===== src/rtl/twsched_pkg.sv =====
// ----------------------------------------------------------------------------
// twsched_pkg
// Shared types, codes and defaults for the timing wheel scheduler.
// ----------------------------------------------------------------------------
package twsched_pkg;

  // default sizes
  localparam int WHEEL_SLOTS_DEF = 256;
  localparam int SLOT_DEPTH_DEF  = 16;
  localparam int HEAP_DEPTH_DEF  = 64;
  localparam int TOKEN_BITS_DEF  = 16;

  // fixed field widths
  localparam int TIME_W  = 48;
  localparam int DELAY_W = 32;
  localparam int TOKEN_W = 16;

  // opcodes
  localparam logic [1:0] OP_ABS   = 2'd0;
  localparam logic [1:0] OP_DELAY = 2'd1;
  localparam logic [1:0] OP_TICK  = 2'd2;
  localparam logic [1:0] OP_NONE  = 2'd3;

  // result kinds
  localparam logic [1:0] KIND_FIRED  = 2'd0;
  localparam logic [1:0] KIND_ACCEPT = 2'd1;
  localparam logic [1:0] KIND_REJECT = 2'd2;

  // decoded command between front and back
  typedef struct packed {
    logic [1:0]         op;
    logic [TIME_W-1:0]  target;
    logic [DELAY_W-1:0] delay;
    logic [TOKEN_W-1:0] token;
  } cmd_t;

  // heap order: due time first, then token
  function automatic logic earlier(input logic [TIME_W-1:0] a_due,
                                   input logic [TOKEN_W-1:0] a_tok,
                                   input logic [TIME_W-1:0] b_due,
                                   input logic [TOKEN_W-1:0] b_tok);
    earlier = (a_due != b_due) ? (a_due < b_due) : (a_tok < b_tok);
  endfunction

endpackage


===== src/rtl/twsched_if.sv =====
// ----------------------------------------------------------------------------
// twsched_if
// Valid/ready channels for schedule/tick items and for result items.
// ----------------------------------------------------------------------------
interface twsched_in_if;
  logic        valid;
  logic        ready;
  logic [1:0]  opcode;
  logic [47:0] target_time;
  logic signed [31:0] delay;
  logic [15:0] token;

  modport source (output valid, opcode, target_time, delay, token, input ready);
  modport sink   (input valid, opcode, target_time, delay, token, output ready);
endinterface



===== src/rtl/twsched_front.sv =====
// ----------------------------------------------------------------------------
// twsched_front
// Accepts items, drops unused opcodes, masks the token and queues commands
// in a two-entry queue for the back end.
// ----------------------------------------------------------------------------
module twsched_front #(
  parameter int TOKEN_BITS = twsched_pkg::TOKEN_BITS_DEF
) (
  input  logic                clk,
  input  logic                rst,
  twsched_in_if.sink          sched_in,
  input  logic                hold,
  output twsched_pkg::cmd_t   cmd,
  output logic                cmd_valid,
  input  logic                cmd_pop
);

  localparam logic [15:0] TOK_MASK = (TOKEN_BITS >= 16) ? 16'hFFFF :
                                     16'((32'd1 << TOKEN_BITS) - 32'd1);

  twsched_pkg::cmd_t q [2];
  logic       wp;
  logic       rp;
  logic [1:0] cnt;
  logic       acc;
  logic       push;

  // accept unless clearing or the queue is full
  assign sched_in.ready = !hold && (cnt != 2'd2);
  assign acc  = sched_in.valid && sched_in.ready;
  assign push = acc && (sched_in.opcode != twsched_pkg::OP_NONE);

  assign cmd       = q[rp];
  assign cmd_valid = (cnt != 2'd0);

  always_ff @(posedge clk) begin
    if (rst) begin
      wp  <= 1'b0;
      rp  <= 1'b0;
      cnt <= 2'd0;
    end else begin
      if (push) begin
        q[wp].op     <= sched_in.opcode;
        q[wp].target <= sched_in.target_time;
        q[wp].delay  <= sched_in.delay;
        q[wp].token  <= sched_in.token & TOK_MASK;
        wp           <= ~wp;
      end
      if (cmd_pop) begin
        rp <= ~rp;
      end
      case ({push, cmd_pop})
        2'b10:   cnt <= cnt + 2'd1;
        2'b01:   cnt <= cnt - 2'd1;
        default: cnt <= cnt;
      endcase
    end
  end

endmodule


===== src/flat_wrapper.sv =====
// flat-port wrapper written by rule: the top's interface ports become plain ports
module twsched_front_flat 
#(
  parameter int TOKEN_BITS = twsched_pkg::TOKEN_BITS_DEF
)
  (clk, rst, hold, cmd, cmd_valid, cmd_pop, sched_in_valid, sched_in_opcode, sched_in_target_time, sched_in_delay, sched_in_token, sched_in_ready);
  twsched_in_if sched_in_i ();
  input  logic clk;
  input  logic rst;
  input  logic hold;
  output twsched_pkg::cmd_t cmd;
  output logic cmd_valid;
  input  logic cmd_pop;
  input wire logic [$bits(sched_in_i.valid)-1:0] sched_in_valid;
  input wire logic [$bits(sched_in_i.opcode)-1:0] sched_in_opcode;
  input wire logic [$bits(sched_in_i.target_time)-1:0] sched_in_target_time;
  input wire logic [$bits(sched_in_i.delay)-1:0] sched_in_delay;
  input wire logic [$bits(sched_in_i.token)-1:0] sched_in_token;
  output wire logic [$bits(sched_in_i.ready)-1:0] sched_in_ready;
  assign sched_in_i.valid = sched_in_valid;
  assign sched_in_i.opcode = sched_in_opcode;
  assign sched_in_i.target_time = sched_in_target_time;
  assign sched_in_i.delay = sched_in_delay;
  assign sched_in_i.token = sched_in_token;
  assign sched_in_ready = sched_in_i.ready;
  twsched_front #(.TOKEN_BITS(TOKEN_BITS)) u_core (.clk(clk), .rst(rst), .sched_in(sched_in_i), .hold(hold), .cmd(cmd), .cmd_valid(cmd_valid), .cmd_pop(cmd_pop));
endmodule

===== config.mk =====
export PLATFORM = sky130hd
export DESIGN_NAME = twsched_front_flat
export DESIGN_NICKNAME = d
export VERILOG_FILES = /design/src/rtl/twsched_pkg.sv /design/src/rtl/twsched_if.sv /design/src/rtl/twsched_front.sv /design/src/flat_wrapper.sv
export SDC_FILE = /design/constraint.sdc
export NUM_CORES = 1
export LEC_CHECK = 0
export BUFFER_PORTS_ARGS = -buffer_cell sky130_fd_sc_hd__buf_4
export CORE_MARGIN = 5
export CORE_UTILIZATION = 30
export DETAILED_ROUTE_END_ITERATION = 16
export GPL_TIMING_DRIVEN = 1
export PLACE_DENSITY = 0.48
export SYNTH_ARGS = -nofsm -noshare
export SYNTH_HDL_FRONTEND = slang
export SYNTH_SLANG_ARGS = --single-unit

===== constraint.sdc =====
create_clock -name clk -period 16.05 [get_ports clk]
set_clock_uncertainty 0.15 [all_clocks]
set_input_delay 1.605 -clock clk [delete_from_list [all_inputs] [get_ports clk]]
set_output_delay 1.605 -clock clk [all_outputs]
set_load 0.01 [all_outputs]

==> flow_results.org, run 1 <==
** Floorplan
- Effective utilization at floorplan :: 30.2%
- Total Die Area :: 27,600 sq um
- Core Rows :: 57
- Height of the die :: 166 um
- In this run the standard cell core region covers 24,200 sq um.
- The die is 166 um wide.
- IO Count :: 203

** Clocking
- At the later pin of the worst-skew pair, clock insertion delay measures 0.49 ns.
- Clock sink count :: 201
- Clock transition at path regs :: 0.06 ns
- Library cell used as clock root buffer :: clkbuf_16
- Total of cells resized after clock tree synthesis :: 0
- In this run, post-CTS hold repair placed 0 buffers.
- Counting the buffers created by CTS gives 23.
- Clock Path Buffers :: 3
- TritonCTS built the clock tree.
- CTS H-Tree Depth :: 1
- Setup bufs post-CTS :: 0

** Synthesis
- Synthesis produced a netlist with a net count of 435.
- In the synthesized netlist, the cells that appear most often are 196 x edfxtp_1, 97 x mux2_2, 8 x buf_2.
- Syn Inst Count :: 331
- Count of warnings emitted by yosys :: 0
- Of all flip-flops after synthesis, the portion carrying an async set or reset was 0%.
- The most used flip-flop cell after synthesis is edfxtp_1.
- After synthesis, flip-flops and latches occupy 82.0% of the total area.
- Average cell area after synthesis :: 22.1 sq um
- Register bit count reported by yosys :: 201
- The most common cell in the synthesized netlist is edfxtp_1.
- The cell area that synthesis handed to floorplanning was 7300 sq um.
- In this run, distinct cell masters in the synthesized netlist total 23.
- The share of synthesized area in the top cell type comes to 80.6%.
- The synthesized design contains 196 enable-type register cells.
- Yosys attributes the largest share of cell area to edfxtp_1 81%, mux2_2 15%, dfxtp_1 1.4%.
- edfxtp_1 takes more of the synthesized area than any other cell.

** Worst setup path
- The worst register-to-register path begins at u_core.cnt[0].
- STA puts the critical path data arrival time at 2.58 ns.
- Crit Path Class :: flip-flop to primary output
- Worst r2r dst :: u_core.q[1][92]
- The most numerous cell type found on the critical path is buf_4.
- Kind of start point of the critical path :: flip-flop
- Maximum fanout encountered on the critical timing path :: 53
- Depth of the worst register-to-register path :: 4
- Worst Setup End Kind :: primary output
- Across all register-to-register paths, the minimum setup slack is 13.80 ns.
- Slowest library cell on the worst path :: dfxtp_4
- The critical path goes through buf_4 -> mux2_2 -> buf_4.
- Required time reported for the critical path endpoint :: 14.30 ns
- Critical path's largest stage delay :: 0.76 ns
- Crit path to :: cmd[92]

** GRT
- Antenna violations before repair :: 1
- After global routing the overflow that remains totals 0.
- Aggregate global-route resource usage :: 10.7%
- Wire length of the first global-routing pass :: 23,500 um
- Via count of the first global-routing pass :: 4,285
- Largest net degree at the start of global routing :: 58

** Placed design
- Post-placement setup slack :: 12.13 ns
- Count of buffers from port buffering :: 202
- Routability-driven placement finished with a final weighted congestion of 0.688.
- Detailed placement HPWL :: 10,400 um

** Power
- P per Cell Area :: 118 nW/um^2
- Leakage power :: 3.58 nW
- Across the VDD grid, the largest voltage drop is 67.5 uV.

** Timing
- Setup TNS :: 0 ns
- In the post-route analysis, the smallest setup slack over all paths is 11.72 ns.
- Setup repair after global routing left no endpoint under its margin.
- Derived from the worst setup path, the maximum achievable clock frequency is 231 MHz.
- The final hold violation count was 0.
- Setup violations remaining at the end of the flow were counted as 0.
- The worst pin sits at a relative slew slack of 46.1%.
- The worst path in the final design needs a cycle of 4.33 ns, including I/O delays and setup.
- Period utilisation layout :: 27.0%
- Number of slew-limit violations in the final report :: 0
- Worst-Margin Slew :: 0.809 ns

** Routing
- The count of nets left with antenna violations once routing finished came out at 0.
- Overall via count from detail_route :: 3,724
- In this run, the number of DRC markers left after iteration 0 of detailed routing was 98.
- The first detailed-routing pass ran for 6 iterations.
- Remaining routing DRC violations :: 0
- After detailed routing, the average wire length per cell comes to 17.3 um.
- After detailed routing, the number of vias per cell comes to 4.18.
- For this block, the routed nets add up to 15,400 um of wire.

** Cells and area
- Final antenna diode count :: 0
- Synth-to-Final Area Change :: 35.3%
- Ratio of cells with drive above 1 in the final layout :: 60.3%
- Once layout is complete, the utilization of the core stands at 40.9%.
- For this run, the post-layout net count is 655.

** Run status
- Run status :: finished clean

** Job
- Maximum Capacitance Violations :: 0

** Min path
- Hold wc startpoint :: u_core.rp
- The tightest min-delay check is of the flip-flop to flip-flop type.
worst max-delay path, delay by kind of cell, from the launching register on:
| kind | cells | cell delay [ns] |
|---|---|---|
| multiplexers | 1 | 0.43 |
| flip-flops | 1 | 0.76 |
| buffers and inverters | 2 | 0.85 |
per-layer routing:
metal | vias up | global-route usage [%] | wire length [um]
met1 | 1815 | 13.0 | 6330
met4 | 2 | 3.08 | 291
met5 | - | 0 | 20
met2 | 131 | 18.0 | 7470
li1 | 1748 | - | -
met3 | 28 | 3.95 | 1280
worst min-delay path by stage:
stage,cells past startpoint,end
finish,2,flip-flop
global route,2,u_core.rp
CTS,2,flip-flop
detailed placement,2,flip-flop
global placement,2,flip-flop
floorplan,2,u_core.cnt[1]
power breakdown:
group | internal, mW | leakage (nW) | switching, mW
Clock | 0.278 | 0.338 | 0.185
Combinational | 0.0622 | 1.43 | 0.0459
Sequential | 0.590 | 1.82 | 0.00803
through the flow:
stage / hold WS (ns) / power (mW) / area [sq um] / cells
global route: 0.397 / 1.22 / 9880 / 891
global placement: 0.346 / 0.718 / 9200 / 850
floorplan: 0.329 / 0.660 / 7300 / 331
finish: 0.360 / 1.17 / 9880 / 891
detailed placement: 0.347 / 0.720 / 9200 / 850
CTS: 0.369 / 1.19 / 9880 / 891
cells in the final DEF, fill, tap and decap left out, drive strengths merged, types with 2 or more instances in the layout:
cell    netlist  final
buf          11    207
edfxtp      196    196
mux2         99     99
clkbuf        1     29
clkinv        0     11
dfxtp         5      5
nor2          4      4
a21oi         2      2
xnor2         2      2
layout make-up:
type,count,area [sq um]
timing repair buffer,207,1550
tap,324,405
fill,2201,14300
clock buffer,29,598
sequential,201,5990
clock inverter,12,80.1
inverter,1,3.75
multi-input combinational,117,1250
sequential cells by signal, summed over array words and instances, names as in the netlist, named ones only:
name        cells
u_core.q      196
u_core.wp       1
u_core.cnt      2
u_core.rp       1
cells by family (layout without fill, tap and decap cells):
kind of cell               after synthesis  in the layout  share of synthesized area (%)
AOI/OAI and AO/OA                        5              5                          0.480
buffers and inverters                   13            249                           1.06
xor gates and xnor gates                 3              3                          0.360
adders and majority gates                1              1                          0.171
muxes                                   99             99                           15.3
and+or+nand+nor                          9              9                          0.634
DFF                                    201            201                           82.0
(Power assumes the default switching activity.)
==> run 2, diff against run 1 <==
--- a/config.mk
+++ b/config.mk
@@ -10,7 +10,7 @@
 export CORE_UTILIZATION = 30
 export DETAILED_ROUTE_END_ITERATION = 16
 export GPL_TIMING_DRIVEN = 1
-export PLACE_DENSITY = 0.48
+export PLACE_DENSITY = 0.5
 export SYNTH_ARGS = -nofsm -noshare
 export SYNTH_HDL_FRONTEND = slang
 export SYNTH_SLANG_ARGS = --single-unit
==> constraint.sdc (replaced) <==
create_clock -name clk -period 3.5 [get_ports clk]
set_clock_uncertainty 0.15 [all_clocks]
set_input_delay 0.35 -clock clk [delete_from_list [all_inputs] [get_ports clk]]
set_output_delay 0.35 -clock clk [all_outputs]
set_load 0.01 [all_outputs]
==> run 2 against run 1 <==
Critical path depth unchanged. Register-to-register slack got worse by 12 ns. Non-clock buffer count increased by 100. Sequential power increased to 4.6 times the previous value. Worst setup slack got worse by 11 ns. Worst hold slack got worse by 0.23 ns. Global-route usage increased by 0.19 points. Utilization increased by 4.3 points. Via count increased by 10%. Clock power increased to 4.6 times the previous value. Critical path type unchanged. First-iteration DRC count increased by 65%.
==> flow_results.org, run 2 (synthesis results as in run 1) <==
** Placed design
- Placed cell count :: 849 (-0.12%)
- Detailed placement HPWL :: 9630 um (-7.4%)
- The placer's final routability congestion estimate came to 0.687 (-0.17%).
- The number of buffer cells added on primary ports was 202 (unchanged).
- The minimum setup slack after placement came to 1.20 ns (-10.93 ns).
- Post-place instance area :: 9250 sq um (+0.54%)

** Cells and area
- Relative to the synthesized area, the layout overhead comes to 49.6%.
- The largest registers in the layout are u_core.q (196), u_core.cnt (2).
- Utilization after layout :: 45.2% (+4.3 points)
- Number of cells in the finished layout apart from fillers :: 989 (+11%)
- The final net count is 754 (+15%).
- Most common cell after layout, fill and taps aside :: buf_4
- Most flops, register :: u_core.q
- The post-route cell area was 10,900 sq um (+11%).
- Leaving out fill and tap cells, the most frequent cells in the layout are 203 x buf_4, 196 x edfxtp_1, 101 x dlygate4sd3_1.
- Filler cell count :: 2,114 (-4.0%)
- Flip-flop count of the largest register after layout :: 196 (unchanged)
- Ratio of cells with drive above 1 in the final layout :: 50.8% (-9.6 points)

** Routing
- Remaining routing DRC violations :: 0 (unchanged)
- The count of nets left with antenna violations after detail routing came to 0 (unchanged).
- The initial DRC count was 162 (+65%).
- The via count is 4,108 (+10%).
- The total iterations of the first detailed-routing run was 4 (-2).
- Post-detailed-route wirelength per cell :: 15.8 um (-8.4%)
- The average vias per placed instance is 4.15 (-0.62%).
- Wire length after detailed routing :: 15,600 um (+1.7%)

** Timing
- Final Setup Violations :: 0 (unchanged)
- The count of final max-slew check failures came to 0 (unchanged).
- The final hold violation count came to 0 (unchanged).
- Worst-Margin Slew :: 0.589 ns (-0.220 ns)
- In the finished design, the share of the clock period the worst path needs comes to 75.8%.
- Crit path setup slack, layout :: 0.846 ns (-10.87 ns)
- Fin crit period :: 2.65 ns
- The worst relative slew slack came to 60.7% (+15 points).
- The final-layout worst hold slack came to 0.129 ns (-0.231 ns).
- RSZ-0062 raised after global routing :: no
- Achievable Freq :: 377 MHz

** Worst setup path
- Critical path arrival :: 2.15 ns (-0.43 ns)
- The required time of the critical path is 3.00 ns (-11.30 ns).
- Slowest library cell on the worst path :: dfxtp_4
- STA classifies the critical path startpoint as a flip-flop.
- The worst register-to-register path begins at u_core.cnt[0].
- Depth of the worst register-to-register path :: 4 (unchanged)
- Maximum fanout encountered on the critical timing path :: 40 (-25%)
- The minimum setup slack among reg-to-reg paths was 1.38 ns (-12.42 ns).
- Critical path's largest stage delay :: 0.72 ns (-0.04 ns)
- STA classifies the critical path endpoint as a primary output.
- The critical path is of the flip-flop to primary output type.
- The signal on the critical path passes through buf_4 -> mux2_2 -> buf_4.
- Worst r2r dst :: u_core.q[1][40]
- The critical path ends at cmd[46].
- Library cell appearing most often on the critical path :: buf_4

** GRT
- Antenna violations before repair :: 2 (+1)
- Sum of overflow across all layers after global routing :: 0 (unchanged)
- Largest net degree at the start of global routing :: 99 (+71%)
- Via count of the first global-routing pass :: 4,536 (+5.9%)
- Aggregate global-route resource usage :: 10.9% (+0.19 points)
- The global-route wire length before repair was 24,400 um (+4.1%).

** Floorplan
- The effective utilization at floorplan is 30.2% (unchanged).
- Height of the die :: 166 um (unchanged)
- The die width was 166 um (unchanged).
- IO Count :: 203 (unchanged)
- Placeable core area :: 24,200 sq um (unchanged)
- The cell row count is 57 (unchanged).
- The die area was 27,600 sq um (unchanged).

** Clocking
- Total of cells resized after clock tree synthesis :: 0 (unchanged)
- The post-CTS repair timing setup buffer count was 0 (unchanged).
- Inserted Clock Buffers :: 22 (-4.3%)
- TritonCTS clock tree :: yes
- The number of H-tree levels is 1 (unchanged).
- Clock sink count :: 201 (unchanged)
- The tree is rooted in a clkbuf_16.
- Count of hold-fix buffers inserted at cts :: 101 (+101)
- Clock transition at path regs :: 0.06 ns (about the same)
- Clock Latency Late Sink :: 0.49 ns (about the same)
- The maximum clock path buffer count was 3 (unchanged).

** Job
- Maximum Capacitance Violations :: 0 (unchanged)

** Min path
- Class of the most critical hold timing path :: input pin to flip-flop
- Hold wc startpoint :: hold

** Power
- The static leakage was 4.00 nW (+12%).
- The worst voltage drop across the vdd grid was 321 uV (+380%).
- P per Cell Area :: 499 nW/um^2 (+320%)

** Run status
- The flow ran to the end, and the final reports show no timing, DRC or antenna violations.
run 2: cell types whose count changed in the layout (fill, tap and decap cells not counted), sizes merged:
cell         before  now
dlygate4sd3       0  101
buf             207  206
clkbuf           29   31
diode             0    1
clkinv           11    6
run 2: stage by stage:
stage,power (mW),setup TNS (ns)
floorplan,3.02,-67.83
global placement,3.30,0
detailed placement,3.31,0
CTS,5.56,0
global route,5.70,0
finish,5.46,0
run 2: worst min-delay path by stage:
stage	cells past startpoint	to
final	3	u_core.wp
after global routing	3	u_core.wp
after CTS	3	u_core.wp
after detailed placement	2	u_core.rp
after global placement	2	flip-flop
after floorplan	0	u_core.q[0][0]
run 2: area by class of cell:
type,count,area [sq um],share of cell area (%)
Tap cell,324,405,3.71
Antenna cell,1,2.50,0.0229
Clock buffer,31,606,5.54
Sequential cell,201,5990,54.8
Inverter,1,3.75,0.0344
Clock inverter,7,56.3,0.515
Multi-Input combinational cell,117,1270,11.6
Timing Repair Buffer,307,2590,23.7
run 2: power breakdown:
| group | switching (mW) | internal [mW] |
|---|---|---|
| combinational | 0.235 | 0.366 |
| sequential | 0.0354 | 2.70 |
| clock | 0.846 | 1.27 |
| total | 1.12 | 4.34 |
run 2: worst max-delay path: cells and delay by family, from the launching register on:
family,cells,cell delay [ns]
DFF,1,0.72
buffers and inverters,2,0.54
muxes,1,0.39
run 2: metal layers:
layer	track usage (%)	share of wire (%)	up-vias
li1	-	-	1948
met1	13.6	42	2000
met2	18.5	50	130
met3	3.48	6.5	28
met4	2.69	2.1	2
met5	0	0.045	-
